$ cat src/rtl/core/bea_pkg.sv
package bea_pkg;

  typedef enum logic {
    OP_MARK  = 1'b0,
    OP_ALLOC = 1'b1
  } op_t;

  typedef enum logic [1:0] {
    ST_OK         = 2'd0,
    ST_NO_SPACE   = 2'd1,
    ST_TOO_MANY   = 2'd2,
    ST_ZERO_COUNT = 2'd3
  } status_t;

  // Configuration register indexes
  localparam logic [1:0] CFG_LOG_BAND = 2'd0;
  localparam logic [1:0] CFG_TOTAL    = 2'd1;
  localparam logic [1:0] CFG_HINT     = 2'd2;

  localparam int unsigned WORD_W    = 32;
  localparam int unsigned ADDR_W    = 37;  // band << log + start_bit + count
  localparam int unsigned CUR_W     = 16;
  localparam int unsigned COUNT_W   = 17;
  localparam int unsigned USED_W    = 20;
  localparam int unsigned EXT_CAP   = 7;
  localparam int unsigned EXT_IDX_W = 3;
  localparam logic [COUNT_W-1:0] SCAN_LIMIT_MAX = 17'd65536;

  typedef struct packed {
    op_t                op;
    logic [3:0]         band;
    logic [15:0]        start_bit;
    logic [COUNT_W-1:0] count;
    logic               count_as_used;
  } in_word_t;

  typedef struct packed {
    logic [15:0]          extent_start;
    logic [COUNT_W-1:0]   extent_length;
    logic [EXT_IDX_W-1:0] extent_index;
    logic                 last;
    status_t              status;
    logic [USED_W-1:0]    used_blocks;
  } out_word_t;

  // Control from the sequencer to the extent recorder
  typedef struct packed {
    logic             clr;
    logic             take;
    logic [CUR_W-1:0] blk;
  } ext_ctl_t;

  typedef struct packed {
    logic                 overflow;
    logic [EXT_IDX_W-1:0] last_idx;
  } ext_stat_t;

endpackage

$ cat src/rtl/core/bea_ext.sv
module bea_ext #(
  parameter int unsigned MAX_EXTENTS = 6
) (
  input  logic                           clk,
  input  logic                           rst_n,
  input  bea_pkg::ext_ctl_t              ctl,
  input  logic [bea_pkg::EXT_IDX_W-1:0]  rd_idx,
  output bea_pkg::ext_stat_t             stat,
  output logic [bea_pkg::CUR_W-1:0]      rd_start,
  output logic [bea_pkg::COUNT_W-1:0]    rd_len
);

  localparam int unsigned EXT_LIMIT = (MAX_EXTENTS > 7) ? 7 : MAX_EXTENTS;

  logic [bea_pkg::CUR_W-1:0]     st_r  [bea_pkg::EXT_CAP];
  logic [bea_pkg::COUNT_W-1:0]   len_r [bea_pkg::EXT_CAP];
  logic [bea_pkg::EXT_IDX_W-1:0] n_r, n_nxt;
  logic                          empty_r, empty_nxt;
  logic [bea_pkg::COUNT_W-1:0]   end_r, end_nxt;
  logic [bea_pkg::COUNT_W-1:0]   cur_len_r, cur_len_nxt;
  logic [bea_pkg::COUNT_W-1:0]   blk_ext;
  logic                          adjacent;
  logic                          overflow;
  logic                          wr_en;
  logic                          wr_new;
  logic [bea_pkg::EXT_IDX_W-1:0] wr_idx;

  assign blk_ext  = bea_pkg::COUNT_W'(ctl.blk);
  assign adjacent = !empty_r && (blk_ext == end_r);
  assign overflow = ctl.take && !empty_r && !adjacent &&
                    ((4'(n_r) + 4'd1) >= 4'(EXT_LIMIT));

  always_comb begin
    n_nxt       = n_r;
    empty_nxt   = empty_r;
    end_nxt     = end_r;
    cur_len_nxt = cur_len_r;
    wr_en       = 1'b0;
    wr_new      = 1'b0;
    wr_idx      = n_r;
    if (ctl.clr) begin
      n_nxt     = '0;
      empty_nxt = 1'b1;
    end else if (ctl.take && !overflow) begin
      wr_en = 1'b1;
      if (adjacent) begin
        cur_len_nxt = cur_len_r + 17'd1;
        end_nxt     = end_r + 17'd1;
      end else begin
        // open a new extent; the first one sits at slot zero
        wr_new      = 1'b1;
        wr_idx      = empty_r ? n_r : n_r + 3'd1;
        n_nxt       = wr_idx;
        empty_nxt   = 1'b0;
        cur_len_nxt = 17'd1;
        end_nxt     = blk_ext + 17'd1;
      end
    end
  end

  always_ff @(posedge clk) begin
    if (!rst_n) begin
      n_r     <= '0;
      empty_r <= 1'b1;
    end else begin
      n_r     <= n_nxt;
      empty_r <= empty_nxt;
    end
  end

  always_ff @(posedge clk) begin
    end_r     <= end_nxt;
    cur_len_r <= cur_len_nxt;
    if (wr_en) begin
      len_r[wr_idx] <= cur_len_nxt;
      if (wr_new) begin
        st_r[wr_idx] <= ctl.blk;
      end
    end
  end

  assign stat.overflow = overflow;
  assign stat.last_idx = n_r;
  assign rd_start      = st_r[rd_idx];
  assign rd_len        = len_r[rd_idx];

endmodule

$ cat config.mk
export PLATFORM = sky130hd
export DESIGN_NAME = bea_ext
export DESIGN_NICKNAME = d
export VERILOG_FILES = /design/src/rtl/core/bea_pkg.sv /design/src/rtl/core/bea_ext.sv
export SDC_FILE = /design/constraint.sdc
export NUM_CORES = 1
export LEC_CHECK = 0
export CAP_MARGIN = 20
export CORE_MARGIN = 3
export CORE_UTILIZATION = 30
export DETAILED_ROUTE_END_ITERATION = 8
export DONT_BUFFER_PORTS = 1
export HOLD_SLACK_MARGIN = 0.12
export PLACE_DENSITY = 0.51
export SLEW_MARGIN = 20
export SYNTH_ARGS = -nofsm -noshare
export SYNTH_HDL_FRONTEND = slang
export SYNTH_SLANG_ARGS = --single-unit
$ cat constraint.sdc
create_clock -name clk -period 4.4 [get_ports clk]
set_input_delay 1.1 -clock clk [delete_from_list [all_inputs] [get_ports clk]]
set_output_delay 1.1 -clock clk [all_outputs]
set_load 0.05 [all_outputs]
# Yosys cells after proc, flatten, opt, wreduce, memory -nomap -nowiden
# Memory sizes are Yosys's and may differ from the RTL's.
# Cells that the tools add are included.
# word_totals
ff_bits,38
latchBits,0
mem_bits_rw,231
rom_bits,0
inputBits,23
out_inout_bits,37
elab_cells,45
memories,2
# classes
n_addsub,5
mul,0
n_div,0
magnitude_cmp,1
eq_ne,1
n_shift,0
n_mux,18
bitwise,3
n_reduce_logical,11
# mem_list
name,words,width,read_ports,rd_ports_with_merged_regs,write_ports,line_no,text
len_r,7,17,1,0,1,bea_ext.sv:16,logic [bea_pkg::COUNT_W-1:0] len_r [bea_pkg::EXT_CAP];
st_r,7,16,1,0,1,bea_ext.sv:15,logic [bea_pkg::CUR_W-1:0] st_r [bea_pkg::EXT_CAP];
# op_table
cell,n
$mux W17,4
$add A17 B1 Y17 const B,2
$add A16 B1 Y17 const B,1
$eq A16 B17 Y1,1
$mux W3,4
$mux W1,10
$logic_and A1 B1 Y1,5
$add A3 B1 Y4 const B,1
$ge A4 B3 Y1 const B,1
$reduce_and A2 Y1,2
$add A3 B1 Y3 const B,1
$logic_not A1 Y1,3
$not A1 Y1,3
$reduce_or A2 Y1,1

# Depth between registers and ports, before layout
# Gate-level depths: netlist (run 1).
# depth
depth_word,12
mapped_depth,9
ltp_nobuf,8

# Worst setup path after synthesis (run 1)
# Ideal clock, no wire load.
# synth_path
kind,register to register
startpoint,reg n_r[1] (netlist bit)
endpoint,mem len_r[6][0] (netlist bit) (enable)
setup_ns,0.416
arrival_ns,3.534
path_slack_ns,0.450
stages_incl_launch_ff,9
period_less_slack_ns,3.950
path_cell_list,dfxtp_1 inv_1 ha_1 nand2b_1 a22o_1 a22oi_2 o211ai_2 a2bb2oi_1 nor3b_1
# synth_via
elab_chain_cells,9
# synth_rtl
item,line_no,text
start: declaration,bea_ext.sv:17,"logic [bea_pkg::EXT_IDX_W-1:0] n_r, n_nxt;"
start signal: assignment,bea_ext.sv:66,n_r <= n_nxt;
$add A3 B1 Y4,bea_ext.sv:31,((4'(n_r) + 4'd1) >= 4'(EXT_LIMIT));
$ge A4 B3 Y1,bea_ext.sv:31,
$logic_and A1 B1 Y1,bea_ext.sv:30,assign overflow = ctl.take && !empty_r && !adjacent &&
$logic_not A1 Y1,bea_ext.sv:44,end else if (ctl.take && !overflow) begin
$logic_and A1 B1 Y1,bea_ext.sv:44,
$mux W1,bea_ext.sv:44,
$mux W1,bea_ext.sv:41,if (ctl.clr) begin
$mux W1,bea_ext.sv:74,if (wr_en) begin
$mux W1 (implied by the code),bea_ext.sv:75,len_r[wr_idx] <= cur_len_nxt;
end: declaration,bea_ext.sv:16,
# Several ways; a longest one is shown, not always the timed one.

==> results of run 1 <==
==> routing by layer <==
metal / up-vias / routed length, µm
met3: 35 / 1260
met1: 3019 / 11800
met2: 115 / 11900
li1: 2825 / -
met5: - / 0
met4: 0 / 490
==> cells by family after synthesis <==
kind of cell             Yosys count
AO/OA/AOI/OAI                     91
XOR/XNOR                          31
adder cells (fa/ha/maj)            4
buffers and inverters             47
flip-flops                       269
multiplexers                     103
AND/OR/NAND/NOR                  178
==> power by group <==
part	total [mW]	leakage [nW]	switching, mW	internal (mW)
logic	0.277	1.36	0.181	0.0958
clock network	2.26	0.432	0.927	1.33
registers	2.83	2.43	0.0134	2.81
total	5.36	4.22	1.12	4.24
==> tightest hold or removal path: cells and delay by family (launching register included) <==
| family | cells | cell delay (ns) |
|---|---|---|
| flip-flops | 1 | 0.31 |
| AND/OR/NAND/NOR | 1 | 0.15 |
| buffers and inverters | 1 | 0.06 |
| multiplexers | 1 | 0.06 |
==> area by class of cell <==
type	instances	area [µm²]
clock inverter	10	71.3
antenna	1	2.50
inverter	9	33.8
tap	504	631
clock buffer	43	818
fill	3489	23900
timing repair buffer	24	196
multi-input combinational	407	3320
sequential	269	7870
==> sequential cells by signal (all words and copies together) (netlist names) <==
| signal | cells |
|---|---|
| cur_len_r | 17 |
| end_r | 17 |
| n_r | 3 |
| empty_r | 1 |
| st_r | 112 |
| len_r | 119 |
==> cell usage in the layout (no fill, tap or decap), types with 11 or more instances in the layout <==
cell type    n
o21ai_0     47
xor2_1      18
buf_4       22
nor2_1      32
mux4_2      33
a32oi_1     12
nand2_1     65
and3_1      11
nor3_1      11
xnor2_1     13
dfxtp_1     21
mux2i_1     37
mux2_2      33
clkbuf_16   29
edfxtp_1   248
==> worst max path at each step <==
stage	from	slack [ns]	depth (start not counted)	end
after CTS	n_r[0]$_SDFF_PP0_	0.64	7	stat[3]
after detailed placement	ctl[5]	0.71	6	len_r[2][2]$_DFFE_PP_
after global routing	n_r[0]$_SDFF_PP0_	0.47	7	stat[3]
after global placement	ctl[15]	0.75	6	len_r[2][1]$_DFFE_PP_
final	n_r[0]$_SDFF_PP0_	0.69	7	stat[3]
after floorplan	n_r[1]$_SDFF_PP0_	0.45	8	len_r[6][0]$_DFFE_PP_
==> key figures, run 1 <==
Die
  – Initial Util: 30.7%
  – Die area: 40100 µm²
  – Die extent in y: 200 µm
  – DIE WIDTH: 200 µm
  – Num rows: 70
  – Total core area: 36900 µm²
  – I/O pin cnt: 60

Global routing
  – Largest net degree at the start of global routing: 100
  – Initial antenna violation count: 0
  – Grt met1 use: 17.6%
  – Global-route usage over all layers: 12.5%
  – Global Route met2 Usage: 19.7%
  – Gr ovfl total: 0
  – Grt peak-use layer: met2
  – First-pass GRT wire length: 38.7 mm
  – Vias in the first global route: 5960
  – Met3 usage: 2.50%

Layout
  – # nets final: 767
  – Fin util: 35.1%
  – Fin cells: 1267
  – Share of cells above drive strength 1: 19.8%
  – Area grow syn2layout: 14.4%
  – Design Area, Final: 12900 µm²

Yosys
  – Post-synth top area share: 65.8%
  – Number of library cell types mapped by synthesis: 52
  – Compound-Gate Fraction of Synth Area: 5.12%
  – Commonest cells post-synth: edfxtp_1, nand2_1, o21ai_0
  – Count leader, synth: edfxtp_1
  – Ys flop type: edfxtp_1
  – Ys Warns: 0
  – Syn Inst Count: 723
  – Synth area leader: edfxtp_1
  – Synth top area cells: edfxtp_1, mux4_2, dfxtp_1, mux2_2, mux2i_1
  – Syn Nets: 750
  – Post-synth EDFFs: 248
  – Post-Synth Simple-Gate Area: 7.73%
  – XOR/XNOR Fraction of Synth Area: 2.40%
  – Main combinational cell family by area after synthesis: multiplexers
  – Mux share of post-synthesis cell area: 13.1%
  – Seq cells post-synth: 269
  – Post-Synth Adder-Cell Area: 0.442%
  – Post-synthesis sequential area ratio: 69.5%
  – Mean Syn Cell Area: 15.6 µm²
  – Syn Std Cell Area: 11300 µm²
  – Post-synth ARST share: 0%

Place
  – Final RePlAce weighted congestion: 0.750
  – Placed cell areas: 12000 µm²
  – Dpl hpwl: 15.6 mm
  – Buffers on Ports: 0
  – Place WS: 0.710 ns
  – Inst Count DP: 1212

Critical path
  – Worst Path Buf+Inv: 1
  – Slowest-stage cell, CP: dfxtp_1
  – Reg-to-reg endpoint: st_r[2][14]$_DFFE_PP_
  – Crit path max fanout: 13
  – Worst setup SP type: flop
  – Worst r2r path cells: 8
  – CP peak stage delay: 0.58 ns
  – Worst r2r src: n_r[0]$_SDFF_PP0_
  – WS Path Type: reg2out
  – Crit path arrival time: 2.61 ns
  – CP Capture Type: output port
  – CP top delay family: compound AO/OA/AOI/OAI gates
  – CP Data Required Time: 3.30 ns
  – Worst R2R Setup Slack: 1.01 ns
  – Crit-path cells: ha_1 -> nand2b_1 -> a22o_1 -> a22oi_2 -> a21oi_1 -> and2_1 -> buf_12

Drt
  – Final WL: 25.5 mm
  – Routed WL per cell: 20.1 µm
  – Routed Antenna Nets: 0
  – Total iterations of the first detailed-routing run: 4
  – DRC violations left: 0
  – DR vias/cell: 4.73
  – Via count: 5994
  – DRT iter0 DRCs: 430

Min path
  – Hold Startpoint: n_r[1]$_SDFF_PP0_
  – Hold path endpoint: n_r[1]$_SDFF_PP0_
  – WHS Path Cells: 3
  – Min-Delay Path Class: reg2reg

Clocking
  – Worst-path clk slew: 0.06 ns
  – Clk root buf: clkbuf_16
  – CTS max path bufs: 3
  – Post-CTS Resized: 0
  – CTS tree: done
  – Num CTS Buffers: 29
  – Clock tree sinks: 269
  – Postcts setup bufs: 0
  – H-tree levels: 1
  – Cts-stage hold buffer count: 0
  – Worst skew pair latency: 0.53 ns

STA
  – Max Transition Viols Final: 0
  – Relative slew slack: 31.5%
  – Final Worst Setup Slack: 0.687 ns
  – Unrepaired setup endpoints after global routing: false
  – Final TNS setup: 0 ns
  – Fin Hold WS: 0.625 ns
  – Hold Fails Final Rpt: 0
  – Worst slew pin tran: 1.02 ns
  – Final Cycle Share: 84.4%
  – Skew final: 0.0117 ns
  – Fmax achieved: 269 MHz
  – Final setup fails: 0
  – Final min period: 3.71 ns

Flow run
  – Max Cap Viol: 0

Power and ir drop
  – Overall power: 5.36 mW
  – VDD IR-drop max: 324 µV
  – Leakage Power: 4.22 nW
  – Pwr dens: 415 nW/µm²

Outcome
  – Outcome: completed
Power figures use the tool's default switching activity.
==> inputs of run 2 (changes only) <==
--- a/config.mk
+++ b/config.mk
@@ -11,7 +11,7 @@
 export DETAILED_ROUTE_END_ITERATION = 8
 export DONT_BUFFER_PORTS = 1
 export HOLD_SLACK_MARGIN = 0.12
-export PLACE_DENSITY = 0.51
+export PLACE_DENSITY = 0.52
 export SLEW_MARGIN = 20
 export SYNTH_ARGS = -nofsm -noshare
 export SYNTH_HDL_FRONTEND = slang
==> constraint.sdc (replaced) <==
create_clock -name clk -period 3.3 [get_ports clk]
set_input_delay 0.825 -clock clk [delete_from_list [all_inputs] [get_ports clk]]
set_output_delay 0.825 -clock clk [all_outputs]
set_load 0.05 [all_outputs]
==> key figures, run 2 (synthesis results as in run 1) <==
Layout
  – Fin cells: 1274 (was 1267)
  – Design Area, Final: 13100 µm² (was 12900 µm²)
  – Area grow syn2layout: 16.2% (was 14.4%)
  – Largest Register: len_r (unchanged)
  – Commonest non-fill, non-tap cell in the layout: edfxtp_1 (unchanged)
  – Share of cells above drive strength 1: 21.2% (was 19.8%)
  – Ant diodes: 0 (was 1)
  – Most frequent cells in the layout: edfxtp_1, nand2_1, o21ai_0 (unchanged)
  – # nets final: 779 (was 767)
  – Largest register FFs: 119 (unchanged)
  – Largest regs: len_r x119, st_r x112 (unchanged)

Die
  – Initial Util: 30.7% (unchanged)
  – Total core area: 36900 µm² (unchanged)
  – I/O pin cnt: 60 (unchanged)
  – Die area: 40100 µm² (unchanged)
  – Num rows: 70 (unchanged)
  – Die extent in y: 200 µm (unchanged)
  – DIE WIDTH: 200 µm (unchanged)

Clocking
  – CTS tree: done (unchanged)
  – Num CTS Buffers: 29 (unchanged)
  – CTS max path bufs: 3 (unchanged)
  – Worst skew pair latency: 0.55 ns (was 0.53 ns)
  – Clk root buf: clkbuf_16 (unchanged)
  – Worst-path clk slew: 0.06 ns (about the same)
  – Cts-stage hold buffer count: 0 (unchanged)
  – Clock tree sinks: 269 (unchanged)
  – Postcts setup bufs: 0 (unchanged)
  – H-tree levels: 1 (unchanged)
  – Post-CTS Resized: 0 (unchanged)

STA
  – Final Cycle Share: 95.4%
  – Hold Fails Final Rpt: 0 (unchanged)
  – Relative slew slack: 37.3% (was 31.5%)
  – Final min period: 3.15 ns
  – Worst slew pin tran: 0.931 ns (was 1.02 ns)
  – Unrepaired setup endpoints after global routing: false (unchanged)
  – Final setup fails: 0 (unchanged)
  – Final TNS setup: 0 ns (unchanged)
  – Max Transition Viols Final: 0 (unchanged)
  – Fin Hold WS: 0.373 ns (was 0.625 ns)
  – Skew final: 0.0122 ns (was 0.0117 ns)
  – Fmax achieved: 318 MHz

Global routing
  – Global-route usage over all layers: 12.8% (was 12.5%)
  – Largest net degree at the start of global routing: 100 (unchanged)
  – Initial antenna violation count: 0 (unchanged)
  – Vias in the first global route: 6259 (was 5960)
  – Gr ovfl total: 0 (unchanged)
  – First-pass GRT wire length: 39.8 mm (was 38.7 mm)

Power and ir drop
  – VDD IR-drop max: 357 µV (was 324 µV)
  – Leakage Power: 4.31 nW (was 4.22 nW)
  – Pwr dens: 550 nW/µm² (was 415 nW/µm²)

Drt
  – Routed WL per cell: 20.1 µm (about the same)
  – DRC violations left: 0 (unchanged)
  – Total iterations of the first detailed-routing run: 4 (unchanged)
  – Routed Antenna Nets: 0 (unchanged)
  – DR vias/cell: 4.80 (was 4.73)
  – Via count: 6114 (was 5994)
  – DRT iter0 DRCs: 372 (was 430)
  – Final WL: 25.6 mm (was 25.5 mm)

Flow run
  – Max Cap Viol: 0 (unchanged)

Place
  – Buffers on Ports: 0 (unchanged)
  – Placed cell areas: 12200 µm² (was 12000 µm²)
  – Dpl hpwl: 15.8 mm (was 15.6 mm)
  – Final RePlAce weighted congestion: 0.785 (was 0.750)
  – Inst Count DP: 1225 (was 1212)

Critical path
  – Worst Path Buf+Inv: 1 (unchanged)
  – Crit-path cells: xor2_1 -> nor4_2 -> and4_1 -> a21oi_1 -> and2_1 -> buf_12 (was ha_1 -> nand2b_1 -> a22o_1 -> a22oi_2 -> a21oi_1 -> and2_1 -> buf_12)
  – CP top delay family: simple AND/OR/NAND/NOR gates (was compound AO/OA/AOI/OAI gates)
  – Crit path max fanout: 2 (was 13)
  – CP peak stage delay: 0.38 ns (was 0.58 ns)
  – Worst setup SP type: flop (unchanged)
  – CP Data Required Time: 2.47 ns (was 3.30 ns)
  – Crit path arrival time: 2.32 ns (was 2.61 ns)
  – Slowest-stage cell, CP: edfxtp_1 (was dfxtp_1)
  – CP Capture Type: output port (unchanged)
  – WS Path Type: reg2out (unchanged)

Outcome
  – Outcome: completed (unchanged)

Min path
  – Min-Delay Path Class: in2reg (was reg2reg)
[run 2: changes by cell type in the layout (fill, tap and decap cells not counted), sizes merged]
cell / change
inv: +1
diode: -1
clkbuf: -8
buf: +12
clkinvlp: -1
clkinv: +2
bufinv: +2
[run 2: worst paths after layout]
kind / depth (start not counted) / slack, ns / to / start
min: 0 / 0.37 / st_r[0][5]$_DFFE_PP_ / ctl[5]
max: 6 / 0.15 / stat[3] / end_r[5]$_DFFE_PP_
min reg2reg: 3 / 0.65 / n_r[1]$_SDFF_PP0_ / n_r[1]$_SDFF_PP0_
max reg2reg: 8 / 0.51 / len_r[5][11]$_DFFE_PP_ / end_r[5]$_DFFE_PP_
[run 2: through the flow]
stage	power [mW]	worst slack, ns	utilization [%]
finish	7.23	0.151	35.6
global route	7.51	0.0106	35.6
CTS	7.32	0.106	35.6
detailed placement	4.22	0.0793	33.2
global placement	4.22	0.127	33.2
floorplan	4.18	0.0300	-
[run 2: layout make-up]
cell class                      instances  area, µm²
Fill cell                            3521      23700
Sequential cell                       269       7870
Multi-Input combinational cell        407       3330
Clock buffer                           35        748
Tap cell                              504        631
Timing Repair Buffer                   36        383
Clock inverter                         14        150
Inverter                                9       33.8
[run 2: power breakdown]
part	switching, mW	total, mW	internal, mW
clock network	1.25	3.08	1.83
registers	0.0148	3.76	3.75
logic	0.247	0.380	0.134
[run 2: metal layers]
layer / up-vias / track usage [%] / part of all wire [%]
li1: 2856 / - / -
met1: 3109 / 18.4 / 48
met2: 117 / 19.8 / 45
met3: 32 / 2.73 / 4.9
met4: 0 / 3.16 / 1.8
met5: - / 0 / 0
==> inputs of run 3 (changes only) <==
--- a/config.mk
+++ b/config.mk
@@ -11,8 +11,10 @@
 export DETAILED_ROUTE_END_ITERATION = 8
 export DONT_BUFFER_PORTS = 1
 export HOLD_SLACK_MARGIN = 0.12
+export MAX_ROUTING_LAYER = met4
 export PLACE_DENSITY = 0.52
 export SLEW_MARGIN = 20
 export SYNTH_ARGS = -nofsm -noshare
 export SYNTH_HDL_FRONTEND = slang
 export SYNTH_SLANG_ARGS = --single-unit
+export TNS_END_PERCENT = 5
==> key figures, run 3 (synthesis results as in run 1) <==
Outcome
  – Outcome: completed (unchanged)

Clocking
  – Worst skew pair latency: 0.54 ns (was 0.55 ns)
  – H-tree levels: 1 (unchanged)
  – Clock tree sinks: 269 (unchanged)
  – Num CTS Buffers: 28 (was 29)
  – CTS max path bufs: 3 (unchanged)
  – Worst-path clk slew: 0.06 ns (about the same)
  – Clk root buf: clkbuf_16 (unchanged)
  – CTS tree: done (unchanged)
  – Cts-stage hold buffer count: 0 (unchanged)

Critical path
  – Worst r2r path cells: 10 (was 8)
  – Worst setup path startpoint: n_r[1]$_SDFF_PP0_ (was end_r[5]$_DFFE_PP_)
  – Worst R2R Setup Slack: 0.29 ns (was 0.51 ns)
  – CP Data Required Time: 2.47 ns (about the same)
  – Crit-path cells: inv_1 -> ha_1 -> nand2b_1 -> a22o_1 -> a22oi_2 -> buf_4 -> a21oi_2 -> buf_12 -> and2_4 -> buf_12 (was xor2_1 -> nor4_2 -> and4_1 -> a21oi_1 -> and2_1 -> buf_12)
  – CP peak stage delay: 0.32 ns (was 0.38 ns)
  – WS Path Type: reg2out (unchanged)
  – Crit path max fanout: 3 (was 2)
  – Worst setup endpoint: stat[3] (unchanged)
  – Most frequent CP cell: buf_12
  – Slowest-stage cell, CP: dfxtp_1 (was edfxtp_1)
  – Worst setup SP type: flop (unchanged)
  – Reg-to-reg endpoint: st_r[2][0]$_DFFE_PP_ (was len_r[5][11]$_DFFE_PP_)
  – Worst r2r src: n_r[1]$_SDFF_PP0_ (was end_r[5]$_DFFE_PP_)
  – Crit path arrival time: 2.35 ns (was 2.32 ns)
  – CP Capture Type: output port (unchanged)

Drt
  – Final WL: 25.8 mm (was 25.6 mm)
  – Routed Antenna Nets: 0 (unchanged)
  – DRT iter0 DRCs: 435 (was 372)
  – Via count: 6175 (was 6114)
  – Metal2 WL: 11.4 mm (was 11.5 mm)
  – DRC violations left: 0 (unchanged)
  – Top sig layer: met4 (unchanged)
  – Total iterations of the first detailed-routing run: 5 (was 4)
  – Met1 Routed Length: 12.2 mm (was 12.4 mm)
  – DR WL met3: 1.59 mm (was 1.26 mm)
  – DR vias/cell: 4.80 (about the same)
  – Routed WL per cell: 20.1 µm (about the same)

Die
  – Total core area: 36900 µm² (unchanged)
  – DIE WIDTH: 200 µm (unchanged)
  – I/O pin cnt: 60 (unchanged)
  – Initial Util: 30.7% (unchanged)
  – Die area: 40100 µm² (unchanged)
  – Num rows: 70 (unchanged)
  – Die extent in y: 200 µm (unchanged)

Layout
  – Design Area, Final: 13100 µm² (about the same)
  – Area grow syn2layout: 16.2% (about the same)
  – Share of cells above drive strength 1: 22.5% (was 21.2%)
  – Most frequent cells in the layout: edfxtp_1, nand2_1, o21ai_0 (unchanged)
  – Largest Register: len_r (unchanged)
  – Commonest non-fill, non-tap cell in the layout: edfxtp_1 (unchanged)
  – Ant diodes: 0 (unchanged)
  – Largest regs: len_r x119, st_r x112 (unchanged)
  – # nets final: 787 (was 779)
  – Largest register FFs: 119 (unchanged)
  – FILL cells: 3484 (was 3521)

STA
  – Unrepaired setup endpoints after global routing: false (unchanged)
  – Relative slew slack: 31.7% (was 37.3%)
  – Worst slew pin tran: 1.01 ns (was 0.931 ns)
  – Final setup fails: 0 (unchanged)
  – Skew final: 0.0144 ns (was 0.0122 ns)
  – Final min period: 3.17 ns (was 3.15 ns)
  – Final Cycle Share: 96.2% (was 95.4%)
  – Hold Fails Final Rpt: 0 (unchanged)
  – Fmax achieved: 315 MHz (was 318 MHz)
  – Fin Hold WS: 0.388 ns (was 0.373 ns)
  – Max Transition Viols Final: 0 (unchanged)

Power and ir drop
  – Pwr dens: 539 nW/µm² (was 550 nW/µm²)
  – VDD IR-drop max: 315 µV (was 357 µV)
  – Leakage Power: 4.33 nW (was 4.31 nW)

Global routing
  – Initial antenna violation count: 0 (unchanged)
  – First-pass GRT wire length: 39.3 mm (was 39.8 mm)
  – Gr ovfl total: 0 (unchanged)
  – Vias in the first global route: 6280 (was 6259)
  – Largest net degree at the start of global routing: 100 (unchanged)
  – Global-route usage over all layers: 13.0% (was 12.8%)

Place
  – Buffers on Ports: 0 (unchanged)
  – Dpl hpwl: 16.0 mm (was 15.8 mm)
  – Placed cell areas: 12200 µm² (about the same)
  – Final RePlAce weighted congestion: 0.763 (was 0.785)

Min path
  – Min-Delay Path Class: in2reg (unchanged)

Flow run
  – Max Cap Viol: 0 (unchanged)
[run 3: layout make-up]
type	instances	area [µm²]	area share (%)
sequential	269	7870	59.9
inverter	9	33.8	0.257
multi-input combinational	407	3340	25.4
clock buffer	40	797	6.06
tap	504	631	4.80
timing repair buffer	45	413	3.14
clock inverter	12	66.3	0.504
[run 3: critical path, delay by kind of cell (launching register included)]
family | cells | cell delay [ns]
flip-flops | 1 | 0.32
adder cells (fa/ha/maj) | 1 | 0.29
buffers and inverters | 4 | 0.48
AND/OR/NAND/NOR | 2 | 0.23
AO/OA/AOI/OAI | 3 | 0.49
[run 3: how the worst min path moves through the flow]
stage / from / end / cells after the start
2_1_floorplan: cur_len_r[1]$_DFF_P_ / cur_len_r[1]$_DFF_P_ / 2
3_3_place_gp: n_r[1]$_SDFF_PP0_ / n_r[1]$_SDFF_PP0_ / 3
3_5_place_dp: n_r[1]$_SDFF_PP0_ / n_r[1]$_SDFF_PP0_ / 3
4_1_cts: ctl[16] / empty_r$_SDFFE_PP1P_ / 1
5_1_grt: ctl[6] / st_r[5][6]$_DFFE_PP_ / 0
6_report: ctl[0] / st_r[1][0]$_DFFE_PP_ / 0
[run 3: routing by layer]
layer / vias up / GRT usage (%)
met5: - / -
met4: 0 / 3.64
met3: 41 / 2.67
met2: 166 / 19.4
met1: 3095 / 18.1
li1: 2873 / -
[run 3: power breakdown]
group	total, mW	leakage, nW	internal (mW)	switching [mW]
registers	3.76	2.43	3.75	0.0154
clock network	2.94	0.431	1.68	1.26
logic	0.381	1.47	0.132	0.248
[run 3: through the flow]
stage               cells  setup TNS, ns  setup WS [ns]  utilization, %  power (mW)
floorplan             723         -11.01         -0.113               -        4.18
global placement     1228          -9.46         -0.150            33.1        4.22
detailed placement   1228         -14.70         -0.269            33.1        4.22
CTS                  1280              0         0.0301            35.5        7.16
global route         1286              0         0.0163            35.6        7.32
finish               1286              0          0.127            35.6        7.09
[run 3: timing repair]
item,in CTS,in global routing
pin swaps,1,1
setup buffers,0,6
gates resized for setup,2,0
setup endpoints to repair,1,1
